**src/hw/rtl/ibe_pkg.sv**
```systemverilog
// Shared types and constants for the I2C master bit engine.
package ibe_pkg;

    localparam int BYTE_BITS  = 8;
    localparam int KIND_W     = 3;
    localparam int UNIT_W     = 10;
    localparam int LIMIT_W    = 8;
    localparam int WAIT_W     = 14;
    localparam int CFG_IDX_W  = 2;
    localparam int CFG_DATA_W = 10;
    localparam int S_DATA_W   = 16;
    localparam int M_DATA_W   = 16;

    // command kinds
    localparam logic [KIND_W-1:0] KIND_NONE  = 3'd0;
    localparam logic [KIND_W-1:0] KIND_START = 3'd1;
    localparam logic [KIND_W-1:0] KIND_STOP  = 3'd2;
    localparam logic [KIND_W-1:0] KIND_WRITE = 3'd3;
    localparam logic [KIND_W-1:0] KIND_READ  = 3'd4;
    localparam logic [KIND_W-1:0] KIND_ACK   = 3'd5;
    localparam logic [KIND_W-1:0] KIND_NACK  = 3'd6;
    localparam logic [KIND_W-1:0] KIND_RSVD  = 3'd7;

    // configuration register indexes
    localparam logic [CFG_IDX_W-1:0] CFG_UNIT_TICKS = 2'd0;
    localparam logic [CFG_IDX_W-1:0] CFG_ACK_LIMIT  = 2'd1;

    // one classified tick as it travels from front to back
    typedef struct packed {
        logic                 is_cmd;
        logic [KIND_W-1:0]    kind;
        logic [BYTE_BITS-1:0] wdata;
        logic                 sda;
    } t_item;

endpackage

```
**src/hw/rtl/ibe_front.sv**
```systemverilog
// Front end: takes input ticks, unpacks and classifies the command kind.
module ibe_front (
    input  logic                           i_s_tvalid,
    output logic                           o_s_tready,
    input  logic [ibe_pkg::S_DATA_W-1:0]   i_s_tdata,
    input  logic [ibe_pkg::KIND_W-1:0]     i_s_tuser,
    input  logic                           i_q_full,
    output logic                           o_push,
    output ibe_pkg::t_item                 o_item
);
    import ibe_pkg::*;

    assign o_s_tready = !i_q_full;
    assign o_push     = i_s_tvalid && !i_q_full;

    always_comb begin
        o_item.kind   = i_s_tuser;
        o_item.wdata  = i_s_tdata[BYTE_BITS-1:0];
        o_item.sda    = i_s_tdata[BYTE_BITS];
        // no-op and reserved kinds only tick the sequencer
        o_item.is_cmd = (i_s_tuser != KIND_NONE) && (i_s_tuser != KIND_RSVD);
    end

endmodule

```
**src/hw/rtl/ibe_queue.sv**
```systemverilog
// Two-entry queue between front end and sequencer.
module ibe_queue (
    input  logic           i_clk,
    input  logic           i_rst_n,
    input  logic           i_push,
    input  ibe_pkg::t_item i_item,
    output logic           o_full,
    input  logic           i_pop,
    output logic           o_valid,
    output ibe_pkg::t_item o_item
);
    import ibe_pkg::*;

    t_item       r_mem [0:1];
    logic        r_wp, n_wp;
    logic        r_rp, n_rp;
    logic [1:0]  r_cnt, n_cnt;

    assign o_full  = (r_cnt == 2'd2);
    assign o_valid = (r_cnt != 2'd0);
    assign o_item  = r_mem[r_rp];

    always_comb begin
        n_wp  = i_push ? ~r_wp : r_wp;
        n_rp  = i_pop  ? ~r_rp : r_rp;
        n_cnt = r_cnt + {1'b0, i_push} - {1'b0, i_pop};
    end

    always_ff @(posedge i_clk) begin
        if (!i_rst_n) begin
            r_wp  <= 1'b0;
            r_rp  <= 1'b0;
            r_cnt <= 2'd0;
        end else begin
            r_wp  <= n_wp;
            r_rp  <= n_rp;
            r_cnt <= n_cnt;
        end
    end

    always_ff @(posedge i_clk) begin
        if (i_push) begin
            r_mem[r_wp] <= i_item;
        end
    end

endmodule

```
**src/hw/rtl/ibe_back.sv**
```systemverilog
// Back end: SCL/SDA phase sequencer and registered result stage.
module ibe_back (
    input  logic                          i_clk,
    input  logic                          i_rst_n,
    input  logic                          i_q_valid,
    input  ibe_pkg::t_item                i_item,
    output logic                          o_pop,
    input  logic [ibe_pkg::UNIT_W-1:0]    i_unit_ticks,
    input  logic [ibe_pkg::LIMIT_W-1:0]   i_poll_limit,
    output logic                          o_m_tvalid,
    input  logic                          i_m_tready,
    output logic [ibe_pkg::M_DATA_W-1:0]  o_m_tdata
);
    import ibe_pkg::*;

    localparam logic [4:0] PH_IDLE = 5'd0;
    localparam logic [4:0] PH_ST0  = 5'd1;
    localparam logic [4:0] PH_ST1  = 5'd2;
    localparam logic [4:0] PH_ST2  = 5'd3;
    localparam logic [4:0] PH_ST3  = 5'd4;
    localparam logic [4:0] PH_SP0  = 5'd5;
    localparam logic [4:0] PH_SP1  = 5'd6;
    localparam logic [4:0] PH_WR0  = 5'd7;
    localparam logic [4:0] PH_WR1  = 5'd8;
    localparam logic [4:0] PH_WR2  = 5'd9;
    localparam logic [4:0] PH_RD0  = 5'd10;
    localparam logic [4:0] PH_RD1  = 5'd11;
    localparam logic [4:0] PH_AK0  = 5'd12;
    localparam logic [4:0] PH_AK1  = 5'd13;
    localparam logic [4:0] PH_NK0  = 5'd14;
    localparam logic [4:0] PH_NK1  = 5'd15;
    localparam logic [4:0] PH_NK2  = 5'd16;

    logic [4:0]           r_phase, n_phase;
    logic [3:0]           r_bits,  n_bits;
    logic [WAIT_W-1:0]    r_wait,  n_wait;
    logic [LIMIT_W-1:0]   r_poll,  n_poll;
    logic [BYTE_BITS-1:0] r_shift, n_shift;
    logic                 r_scl,   n_scl;
    logic                 r_sda,   n_sda;
    logic                 r_ack,   n_ack;
    logic [BYTE_BITS-1:0] r_rx,    n_rx;
    logic                 r_ovalid;
    logic [M_DATA_W-1:0]  r_odata;

    logic                 step;
    logic                 done;
    logic [WAIT_W-1:0]    unit, w2, w5, w10, wdec;
    logic [LIMIT_W-1:0]   lim;
    logic [3:0]           bits_inc;
    logic [BYTE_BITS-1:0] shift_l;

    assign step  = i_q_valid && (!r_ovalid || i_m_tready);
    assign o_pop = step;

    // wait lengths of 2, 5 and 10 units by shifts and adds
    always_comb begin
        unit = (i_unit_ticks == '0) ? WAIT_W'(1) : WAIT_W'(i_unit_ticks);
        w2   = unit << 1;
        w5   = (unit << 2) + unit;
        w10  = w5 << 1;
        lim  = (i_poll_limit == '0) ? LIMIT_W'(1) : i_poll_limit;
        wdec = (r_wait != '0) ? r_wait - WAIT_W'(1) : '0;
        bits_inc = r_bits + 4'd1;
        shift_l  = {r_shift[BYTE_BITS-2:0], 1'b0};
    end

    always_comb begin
        n_phase = r_phase;
        n_bits  = r_bits;
        n_wait  = r_wait;
        n_poll  = r_poll;
        n_shift = r_shift;
        n_scl   = r_scl;
        n_sda   = r_sda;
        n_ack   = r_ack;
        n_rx    = r_rx;
        done    = 1'b0;
        if (step) begin
            if (r_phase == PH_IDLE) begin
                if (i_item.is_cmd) begin
                    n_bits = '0;
                    n_poll = '0;
                    unique case (i_item.kind)
                        KIND_START: begin
                            n_phase = PH_ST0;
                            n_wait  = w5;
                        end
                        KIND_STOP: begin
                            n_sda   = 1'b0;
                            n_scl   = 1'b1;
                            n_phase = PH_SP0;
                            n_wait  = w5;
                        end
                        KIND_WRITE: begin
                            n_shift = i_item.wdata;
                            n_sda   = i_item.wdata[BYTE_BITS-1];
                            n_phase = PH_WR0;
                            n_wait  = w2;
                        end
                        KIND_READ: begin
                            n_shift = '1;
                            n_sda   = 1'b1;
                            n_scl   = 1'b1;
                            n_phase = PH_RD0;
                            n_wait  = w2;
                        end
                        KIND_ACK: begin
                            n_sda   = 1'b1;
                            n_phase = PH_AK0;
                            n_wait  = w2;
                        end
                        KIND_NACK: begin
                            n_sda   = 1'b1;
                            n_phase = PH_NK0;
                            n_wait  = w2;
                        end
                        default: begin
                            n_phase = PH_IDLE;
                        end
                    endcase
                end
            end else begin
                n_wait = wdec;
                if (wdec == '0) begin
                    unique case (r_phase)
                        PH_ST0: begin
                            n_sda = 1'b1; n_scl = 1'b1;
                            n_phase = PH_ST1; n_wait = w10;
                        end
                        PH_ST1: begin
                            n_sda = 1'b0; n_phase = PH_ST2; n_wait = w10;
                        end
                        PH_ST2: begin
                            n_scl = 1'b0; n_phase = PH_ST3; n_wait = w10;
                        end
                        PH_SP0: begin
                            n_sda = 1'b1; n_phase = PH_SP1; n_wait = w5;
                        end
                        PH_WR0: begin
                            n_scl = 1'b1; n_phase = PH_WR1; n_wait = w2;
                        end
                        PH_WR1: begin
                            n_scl = 1'b0; n_phase = PH_WR2; n_wait = w2;
                        end
                        PH_WR2: begin
                            n_shift = shift_l;
                            n_bits  = bits_inc;
                            if (bits_inc >= 4'(BYTE_BITS)) begin
                                n_sda = 1'b1;
                                done  = 1'b1;
                            end else begin
                                n_sda   = shift_l[BYTE_BITS-1];
                                n_phase = PH_WR0;
                                n_wait  = w2;
                            end
                        end
                        PH_RD0: begin
                            n_shift = {r_shift[BYTE_BITS-2:0], i_item.sda};
                            n_scl   = 1'b0;
                            n_phase = PH_RD1;
                            n_wait  = w2;
                        end
                        PH_RD1: begin
                            n_bits = bits_inc;
                            if (bits_inc >= 4'(BYTE_BITS)) begin
                                n_rx = r_shift;
                                done = 1'b1;
                            end else begin
                                n_scl = 1'b1; n_phase = PH_RD0; n_wait = w2;
                            end
                        end
                        PH_AK0: begin
                            n_scl = 1'b1; n_poll = LIMIT_W'(1);
                            n_phase = PH_AK1; n_wait = w2;
                        end
                        PH_AK1: begin
                            if (!i_item.sda) begin
                                n_scl = 1'b0; n_ack = 1'b0; done = 1'b1;
                            end else if (r_poll >= lim) begin
                                n_scl = 1'b0; n_ack = 1'b1; done = 1'b1;
                            end else begin
                                n_poll = r_poll + LIMIT_W'(1);
                                n_wait = w2;
                            end
                        end
                        PH_NK0: begin
                            n_scl = 1'b1; n_phase = PH_NK1; n_wait = w2;
                        end
                        PH_NK1: begin
                            n_scl = 1'b0; n_phase = PH_NK2; n_wait = w2;
                        end
                        PH_NK2: begin
                            n_sda = 1'b1; done = 1'b1;
                        end
                        default: begin
                            // last step of start/stop, or an unknown phase
                            done = 1'b1;
                        end
                    endcase
                    if (done) begin
                        n_phase = PH_IDLE;
                        n_wait  = '0;
                    end
                end
            end
        end
    end

    always_ff @(posedge i_clk) begin
        if (!i_rst_n) begin
            r_phase  <= PH_IDLE;
            r_bits   <= '0;
            r_wait   <= '0;
            r_poll   <= '0;
            r_shift  <= '0;
            r_scl    <= 1'b1;
            r_sda    <= 1'b1;
            r_ack    <= 1'b0;
            r_rx     <= '0;
            r_ovalid <= 1'b0;
        end else begin
            r_phase <= n_phase;
            r_bits  <= n_bits;
            r_wait  <= n_wait;
            r_poll  <= n_poll;
            r_shift <= n_shift;
            r_scl   <= n_scl;
            r_sda   <= n_sda;
            r_ack   <= n_ack;
            r_rx    <= n_rx;
            if (step) begin
                r_ovalid <= 1'b1;
            end else if (i_m_tready) begin
                r_ovalid <= 1'b0;
            end
        end
    end

    // result word: scl, sda, busy, done, read byte, ack missing, zero pad
    always_ff @(posedge i_clk) begin
        if (step) begin
            r_odata <= {3'b000, n_ack, n_rx, done, (n_phase != PH_IDLE), n_sda, n_scl};
        end
    end

    assign o_m_tvalid = r_ovalid;
    assign o_m_tdata  = r_odata;

endmodule

```
**src/hw/rtl/i2c_master_bit_engine_core.sv**
```systemverilog
// I2C master bit engine: top level with configuration registers.
//
// Each input transaction is one tick of the I2C pin sequencer; it carries the
// sampled SDA level and an optional command in tuser (none, start, stop,
// write byte, read byte, ACK check, NACK send). Every input transaction
// yields exactly one output transaction holding the SCL/SDA drive levels after
// that tick, busy and done flags, the last byte read and the ACK-missing flag.
// Commands given while busy (including on the done tick) are dropped. Pin
// waits are 2, 5 or 10 units of unit_ticks ticks each (0 acts as 1); the ACK
// check samples SDA every 2 units up to ack_poll_limit times (0 acts as 1).
// The block takes one transaction per clock while the result side is not
// stalled; the sequencer updates its whole state on each tick. An accepted
// tick is first written into the queue and is then registered into the
// result stage once the result side can take it. A two-entry queue
// between the front end and the sequencer, plus the result register, lets
// each side stall on its own. The configuration port is always ready and must
// only be written while the engine is idle with no ticks in flight.
module i2c_master_bit_engine_core (
    input  logic                                i_clk,
    input  logic                                i_rst_n,
    // input stream
    input  logic                                i_s_tvalid,
    output logic                                o_s_tready,
    input  logic [ibe_pkg::S_DATA_W-1:0]        i_s_tdata,  // [7:0] write_data, [8] sda_in
    input  logic [ibe_pkg::KIND_W-1:0]          i_s_tuser,  // [2:0] kind
    // result stream
    output logic                                o_m_tvalid,
    input  logic                                i_m_tready,
    // [0] scl_out, [1] sda_out, [2] busy_res, [3] done_res,
    // [11:4] read_data, [12] ack_missing
    output logic [ibe_pkg::M_DATA_W-1:0]        o_m_tdata,
    // configuration writes
    input  logic                                i_cfg_valid,
    output logic                                o_cfg_ready,
    input  logic [ibe_pkg::CFG_IDX_W-1:0]       i_cfg_index,
    input  logic [ibe_pkg::CFG_DATA_W-1:0]      i_cfg_data
);
    import ibe_pkg::*;

    logic [UNIT_W-1:0]  r_unit_ticks;
    logic [LIMIT_W-1:0] r_poll_limit;

    logic  q_full, q_valid, push, pop;
    t_item front_item, q_item;

    assign o_cfg_ready = 1'b1;

    always_ff @(posedge i_clk) begin
        if (!i_rst_n) begin
            r_unit_ticks <= UNIT_W'(10);
            r_poll_limit <= LIMIT_W'(200);
        end else if (i_cfg_valid) begin
            // unknown indexes are ignored
            if (i_cfg_index == CFG_UNIT_TICKS) begin
                r_unit_ticks <= i_cfg_data[UNIT_W-1:0];
            end else if (i_cfg_index == CFG_ACK_LIMIT) begin
                r_poll_limit <= i_cfg_data[LIMIT_W-1:0];
            end
        end
    end

    ibe_front u_front (
        .i_s_tvalid (i_s_tvalid),
        .o_s_tready (o_s_tready),
        .i_s_tdata  (i_s_tdata),
        .i_s_tuser  (i_s_tuser),
        .i_q_full   (q_full),
        .o_push     (push),
        .o_item     (front_item)
    );

    ibe_queue u_queue (
        .i_clk   (i_clk),
        .i_rst_n (i_rst_n),
        .i_push  (push),
        .i_item  (front_item),
        .o_full  (q_full),
        .i_pop   (pop),
        .o_valid (q_valid),
        .o_item  (q_item)
    );

    ibe_back u_back (
        .i_clk        (i_clk),
        .i_rst_n      (i_rst_n),
        .i_q_valid    (q_valid),
        .i_item       (q_item),
        .o_pop        (pop),
        .i_unit_ticks (r_unit_ticks),
        .i_poll_limit (r_poll_limit),
        .o_m_tvalid   (o_m_tvalid),
        .i_m_tready   (i_m_tready),
        .o_m_tdata    (o_m_tdata)
    );

endmodule

```
**config.mk**
```make
export PLATFORM = sky130hd
export DESIGN_NAME = i2c_master_bit_engine_core
export DESIGN_NICKNAME = d
export VERILOG_FILES = /design/src/hw/rtl/ibe_pkg.sv /design/src/hw/rtl/ibe_front.sv /design/src/hw/rtl/ibe_queue.sv /design/src/hw/rtl/ibe_back.sv /design/src/hw/rtl/i2c_master_bit_engine_core.sv
export SDC_FILE = /design/constraint.sdc
export NUM_CORES = 1
export LEC_CHECK = 0
export BUFFER_PORTS_ARGS = -buffer_cell sky130_fd_sc_hd__buf_2
export CORE_ASPECT_RATIO = 1.5
export CORE_MARGIN = 3
export CORE_UTILIZATION = 46
export CTS_CLUSTER_SIZE = 12
export DETAILED_ROUTE_END_ITERATION = 8
export HOLD_SLACK_MARGIN = 0.03
export SYNTH_ARGS = -nofsm -noshare
export SYNTH_HDL_FRONTEND = slang
export SYNTH_SLANG_ARGS = --single-unit
```
**constraint.sdc**
```tcl
create_clock -name i_clk -period 3.4 [get_ports i_clk]
set_input_delay 0.17 -clock i_clk [delete_from_list [all_inputs] [get_ports i_clk]]
set_output_delay 0.17 -clock i_clk [all_outputs]
set_load 0.03 [all_outputs]
```
==> key figures, run 1 <==
Clock tree
  – Clk_lat worst skew: 0.41 ns
  – Reg clk slew, reported paths: 0.05 ns
  – TritonCTS clock tree: done
  – H-tree depth: 4
  – Cts bufs inserted: 17
  – Max clock buf depth: 2
  – Clk sink count: 113
  – Clock root buffer master: clkbuf_16

Setup path
  – Crit-path max FO: 7
  – CP startpoint: u_back.r_wait[1]
  – Reg-to-reg startpoint: u_back.r_wait[1]
  – Critical Path Source Type: flop
  – CP endpoint kind: flop
  – Arrival time of the worst setup path: 3.36 ns
  – CP Class: reg -> reg
  – Required time worst endpoint: 3.53 ns

STA
  – Endpoints failing setup: 0
  – Relative slew slack: 30.89%
  – Setup TNS Final: 0 ns
  – Clock Skews: 0.009820 ns
  – Final min period: 3.234 ns
  – Final hold vios: 0
  – Worst Tran Pin Value: 1.033 ns
  – RSZ-0062 raised after global routing: false
  – Final setup margin: 0.1657 ns
  – Pins Over Slew Limit: 0
  – Achievable Freq: 309.2 MHz
  – Fin crit share: 95.13%

Placement
  – Pre-CTS setup slack: 0.2098 ns
  – I/O Buffers: 43
  – Dpl cells: 918
  – Dpl hpwl: 12.32 mm
  – RD Place Congestion: 0.9858

Cells and area
  – Layout Cells excl Fill: 969
  – Share of cells above drive strength 1: 18.46%
  – N_diodes: 0
  – Area Overhead vs Synth: 20.62%
  – Number of nets in the layout: 852

Global routing
  – First-pass GRT wire length: 27.12 mm
  – Gr ovfl total: 0
  – Vias in the first global route: 5649
  – Largest net degree at the start of global routing: 38
  – Initial antenna violation count: 0
  – GR Util All Layers: 22.40%

Job
  – Max cap viols: 0

Synthesis
  – Synth area leader: dfxtp_1
  – Yosys reg bits: 113
  – Post-synthesis mux area share: 7.977%
  – Adder-Cell Fraction of Synth Area: 4.376%
  – Top_reg_cell synth: dfxtp_1
  – Synth Area in Compound Gates: 19.69%
  – Main combinational cell family by area after synthesis: compound AO/OA/AOI/OAI gates
  – Syn. warnings: 0
  – Top post-synthesis cells by area: dfxtp_1 23%, edfxtp_1 18%, mux2i_1 5.9%
  – Post-Synthesis Cell Area: 6462 sq um
  – Mapped Avg Cell Area: 8.988 sq um
  – Post-Syn Instances: 719
  – Yosys cell types: 70
  – XOR/XNOR share of the synthesized area: 2.711%
  – Async SR Flop Fraction: 0%
  – Simple-gate share of the synthesized area: 19.30%
  – Post-synth EDFFs: 39
  – Top cell type's share of synthesized area: 22.92%
  – Post-synthesis sequential area ratio: 41.05%

Power
  – Max VDD drop: 0.4280 mV
  – LEAKAGE: 3.071 nW
  – Power per cell area: 931.6 nW/um^2

Detailed routing
  – Vias post-DR: 5737
  – Routed length per instance: 17.32 microns
  – Post-route DRC: 0
  – Routed WL: 16.78 mm
  – Initial drt markers: 378
  – TritonRoute pass-1 iters: 6
  – Avg Vias per Cell: 5.921
  – ANT nets after route: 0

Die
  – Core region area: 13600 sq um
  – IO Count: 55
  – Initial core utilization: 47.52%
  – Height of the chip: 151.2 microns
  – Die Wd: 102.8 microns
  – FP Rows: 52
  – Die area: 15540 sq um

Min path
  – Hold crit path type: in -> reg
  – Worst Min Path Start: i_cfg_data[8]

Outcome
  – Status: completed
-- final cells by class --
type                       count  area, sq um
clock buffer                  20        489.2
clock inverter                12        117.6
fill                        1214         5803
inverter                      23        86.33
multi-input combinational    535         3526
sequential                   113         2653
tap                          162        202.7
timing repair buffer         104        720.7
-- worst paths after layout --
| path | endpoint | slack (ns) | cells after the start |
|---|---|---|---|
| worst max-delay path | u_back.o_m_tdata[2] | 0.17 | 10 |
| worst min-delay path | r_unit_ticks[8] | 0.04 | 3 |
| worst max register to register | u_back.o_m_tdata[2] | 0.17 | 10 |
| worst min register to register | u_back.r_shift[7] | 0.47 | 2 |
-- routing by layer --
metal / GRT usage (%) / routed length (microns) / share of wire [%]
met1: 24.26 / 6683 / 40
met2: 40.39 / 8874 / 53
met3: 4.194 / 565 / 3.4
met4: 11.92 / 658 / 3.9
met5: 0 / 0 / 0
-- what timing repair did --
| item | in CTS | in global routing |
|---|---|---|
| setup endpoints to repair | 0 | 14 |
| buffers inserted | 0 | 0 |
| hold buffers | 19 | 0 |
| endpoints found under the hold margin | 36 | 0 |
| resized for setup | 0 | 2 |
-- synthesized netlist by cell type, types with 7 or more instances --
master    count
a211oi_1      7
nor3_1       23
o211ai_1     10
nand4_1       9
ha_1         21
o21ai_0      47
mux2_2       12
or4_1         7
a31oi_1       7
nor2_1       72
buf_2         7
dfxtp_1      74
or3_1         9
xor2_1        8
o31ai_1      11
xnor2_1      12
nand2_1      46
nand2b_1      8
mux2i_1      38
a21oi_1      42
nand3_1      23
a222oi_1      8
edfxtp_1     39
and2_1       17
a211o_1      10
inv_1        20
clkbuf_1     33
-- state kept, by name, indices dropped and copies added, names as in the netlist, 4 cells and up, named ones only --
signal and flops:
u_back.o_m_tdata 13, u_back.r_shift 8, u_back.r_rx 8, u_back.r_bits 4, u_back.r_phase 5, r_unit_ticks 10
u_back.r_poll 8, u_back.r_wait 14, r_poll_limit 8, u_queue.r_mem 26
-- through the flow --
| stage | utilization [%] | hold slack (ns) | instance area, sq um | total power, mW |
|---|---|---|---|---|
| 2_1_floorplan | - | 0.2689 | 6470 | 4.359 |
| 3_5_place_dp | 51.37 | 0.3607 | 6985 | 5.415 |
| 4_1_cts | 57.23 | 0.03119 | 7782 | 7.253 |
| 3_3_place_gp | 51.37 | 0.3579 | 6985 | 5.380 |
| 5_1_grt | 57.32 | 0.03769 | 7795 | 7.739 |
| 6_report | 57.32 | 0.03937 | 7795 | 7.262 |
-- cell usage in the layout (no fill, tap or decap), types with 17 or more instances in the layout --
master,instances
and2_1,17
dfxtp_1,74
clkbuf_16,19
mux2i_1,38
nor3_1,23
nand3_1,23
a21oi_1,42
nand2_1,46
nor2_1,72
ha_1,21
buf_4,42
edfxtp_1,39
dlygate4sd3_1,19
inv_1,20
buf_2,43
o21ai_0,47
-- cells by family after synthesis --
kind of cell,count (synthesis)
xor gates and xnor gates,20
AOI/OAI and AO/OA,190
buffers and inverters,73
and+or+nand+nor,249
DFF,113
muxes,50
other,2
adders and majority gates,22
-- report_power, final --
| group | switching (mW) | total, mW | internal (mW) | leakage [nW] |
|---|---|---|---|---|
| clock network | 0.659 | 1.78 | 1.12 | 0.295 |
| logic | 2.25 | 3.58 | 1.34 | 1.81 |
| registers | 0.216 | 1.90 | 1.68 | 0.970 |
| total | 3.12 | 7.26 | 4.14 | 3.07 |
-- worst max-delay path, stage by stage, from the launching register on --
cell and delay (ns):
dfxtp_1 0.35, inv_1 0.07, ha_1 0.21, or3b_1 0.46
o31ai_2 0.28, o211ai_1 0.19, o21a_1 0.27, o41ai_1 0.53
o221ai_1 0.29, a21oi_1 0.18, nand4_1 0.12
Note: power is estimated with default switching activity, not from simulation.
==> run 2, diff against run 1 <==
--- a/config.mk
+++ b/config.mk
@@ -12,6 +12,7 @@
 export CTS_CLUSTER_SIZE = 12
 export DETAILED_ROUTE_END_ITERATION = 8
 export HOLD_SLACK_MARGIN = 0.03
+export PLACE_DENSITY = 0.71
 export SYNTH_ARGS = -nofsm -noshare
 export SYNTH_HDL_FRONTEND = slang
 export SYNTH_SLANG_ARGS = --single-unit
==> key figures, run 2 (synthesis gave the netlist of run 1 again) <==
Placement
  – I/O Buffers: 43 (unchanged)
  – RD Place Congestion: 0.9253 (-6.1%)
  – Dpl hpwl: 12.46 mm (+1.1%)
  – Area after DPL: 6933 sq um (-0.75%)
  – Pre-CTS setup slack: 0.07735 ns (-0.1324 ns)

Min path
  – Worst Hold End: r_unit_ticks[2]
  – Hold crit path type: in -> reg
  – Worst Min Path Start: i_cfg_data[2]
  – Cells on Worst Hold Path: 3 (unchanged)

STA
  – Final hold vios: 0 (unchanged)
  – Fin crit share: 95.04% (about the same)
  – Endpoints failing setup: 0 (unchanged)
  – Clock Skews: 0.02493 ns (+0.01511 ns)
  – Worst Tran Pin Value: 1.030 ns (-0.002935 ns)
  – Achievable Freq: 309.5 MHz (about the same)
  – Pins Over Slew Limit: 0 (unchanged)
  – RSZ-0062 raised after global routing: false
  – Final min period: 3.231 ns (-0.003042 ns)
  – Final setup margin: 0.1688 ns (+0.003042 ns)
  – Setup TNS Final: 0 ns (unchanged)
  – Relative slew slack: 31.09% (+0.20 points)

Cells and area
  – Number of flip-flops in the largest register: 26 (unchanged)
  – N_diodes: 0 (unchanged)
  – Finished Cell Area: 7741 sq um (-0.69%)
  – Area Overhead vs Synth: 19.79%
  – Largest Register: u_queue.r_mem
  – Commonest non-fill, non-tap cell in the layout: dfxtp_1
  – Number of nets in the layout: 847 (-0.59%)
  – Share of cells above drive strength 1: 17.96% (-0.51 points)
  – Commonest cells after routing, fill and taps aside: 74 x dfxtp_1, 72 x nor2_1, 46 x nand2_1, 46 x o21ai_0, 43 x buf_2

Detailed routing
  – Routed WL: 17.33 mm (+3.3%)
  – Routed length per instance: 17.98 microns (+3.8%)
  – Avg Vias per Cell: 6.050 (+2.2%)
  – Vias post-DR: 5832 (+1.7%)
  – Initial drt markers: 394 (+4.2%)
  – ANT nets after route: 0 (unchanged)
  – TritonRoute pass-1 iters: 5 (-1)
  – Post-route DRC: 0 (unchanged)

Outcome
  – Status: completed

Global routing
  – Largest net degree at the start of global routing: 38 (unchanged)
  – Vias in the first global route: 5839 (+3.4%)
  – Gr ovfl total: 0 (unchanged)
  – First-pass GRT wire length: 28.23 mm (+4.1%)
  – GR Util All Layers: 23.21% (+0.81 points)
  – Initial antenna violation count: 0 (unchanged)

Setup path
  – Most frequent CP cell: nor2_1
  – Required time worst endpoint: 3.69 ns (+0.16 ns)
  – Crit-path max FO: 3 (-4)
  – Reg-to-Reg End: u_back.r_wait[8]
  – CP endpoint kind: flop
  – Critical Path Source Type: flop
  – R2R Setup Slk: 0.17 ns (about the same)
  – CP Class: reg -> reg
  – CP cell instances: nor3_1 -> a31oi_1 -> inv_1 -> ha_1 -> fa_1 -> a21o_1 -> a211oi_1 -> nor2_1 -> nor2_1 -> xnor2_1 -> a222oi_1 -> o221ai_1 -> a32o_1
  – Critical Path Max Stage Delay: 0.41 ns (-0.12 ns)
  – Arrival time of the worst setup path: 3.52 ns (+0.16 ns)
  – Slowest CP cell: fa_1
  – Reg-to-reg startpoint: r_unit_ticks[1]
  – Cell count of the worst reg-to-reg path: 13 (+3)

Power
  – Power per cell area: 926.3 nW/um^2 (-0.56%)
  – LEAKAGE: 3.021 nW (-1.6%)
  – Max VDD drop: 0.5305 mV (+24%)

Die
  – Die Wd: 102.8 microns (unchanged)
  – Core region area: 13600 sq um (unchanged)
  – Die area: 15540 sq um (unchanged)
  – Initial core utilization: 47.52% (unchanged)
  – FP Rows: 52 (unchanged)
  – Height of the chip: 151.2 microns (unchanged)
  – IO Count: 55 (unchanged)

Job
  – Max cap viols: 0 (unchanged)

Clock tree
  – H-tree depth: 4 (unchanged)
  – Max clock buf depth: 2 (unchanged)
  – Cts bufs inserted: 17 (unchanged)
  – Clk_lat worst skew: 0.42 ns (about the same)
  – Clock root buffer master: clkbuf_16
  – Clk sink count: 113 (unchanged)
  – TritonCTS clock tree: done
  – Reg clk slew, reported paths: 0.06 ns (about the same)
==> run 2: changes by cell type in the layout (fill, tap and decap cells not counted), sizes merged <==
cell,delta
clkinvlp,+1
clkbuf,-3
buf,-7
dlygate4sd3,+2
clkinv,+2
==> run 2: through the flow <==
stage / total power [mW] / std cells / util, % / hold slack (ns)
2_1_floorplan: 4.359 / 721 / - / 0.2689
3_3_place_gp: 5.272 / 911 / 50.98 / 0.3574
3_5_place_dp: 5.341 / 911 / 50.98 / 0.3610
4_1_cts: 7.094 / 964 / 56.77 / 0.04349
5_1_grt: 7.626 / 964 / 56.93 / 0.06574
6_report: 7.171 / 964 / 56.93 / 0.04125
==> run 2: power by group <==
group          internal, mW  switching (mW)  total [mW]
clock                  1.02           0.687        1.71
sequential             1.68           0.226        1.91
combinational          1.29            2.27        3.55
==> run 2: per-layer routing <==
metal / global-route usage [%] / routed length, microns / vias up
met2: 43.24 / 9490 / 200
met4: 13.67 / 838 / 0
met5: 0 / 0 / -
li1: - / - / 2811
met1: 23.83 / 6274 / 2761
met3: 3.502 / 731 / 60
==> run 2: repair_timing <==
item / CTS / global route
hold endpoints to repair: 37 / 0
endpoints found under the setup margin: 0 / 27
buffers inserted: 0 / 0
hold buffers: 21 / 0
gates resized for setup: 0 / 6
==> run 2: area by class of cell <==
| type | count | area, sq um |
|---|---|---|
| fill | 1166 | 5857 |
| multi-input combinational | 535 | 3535 |
| sequential | 113 | 2653 |
| timing repair buffer | 99 | 688.2 |
| clock buffer | 17 | 425.4 |
| tap | 162 | 202.7 |
| clock inverter | 15 | 151.4 |
| inverter | 23 | 86.33 |
==> run 2: worst max-delay path: cells and delay by family, from the launching register on <==
family | cells | cell delay [ns]
buf+inv | 1 | 0.14
flops | 1 | 0.34
fa+ha+maj | 2 | 0.65
simple gates | 3 | 0.29
compound gates | 6 | 1.55
xor+xnor | 1 | 0.12
==> run 2: worst max path at each step <==
stage / startpoint / end / cells past startpoint
after floorplan: r_unit_ticks[8] / u_back.r_wait[8] / 14
after detailed placement: u_back.r_wait[0] / u_back.r_rx[7] / 10
after global placement: u_back.r_wait[0] / u_back.r_rx[7] / 10
after global routing: r_unit_ticks[5] / u_back.r_wait[8] / 13
final: r_unit_ticks[1] / u_back.r_wait[8] / 13
after CTS: u_back.r_wait[0] / u_back.r_rx[6] / 10
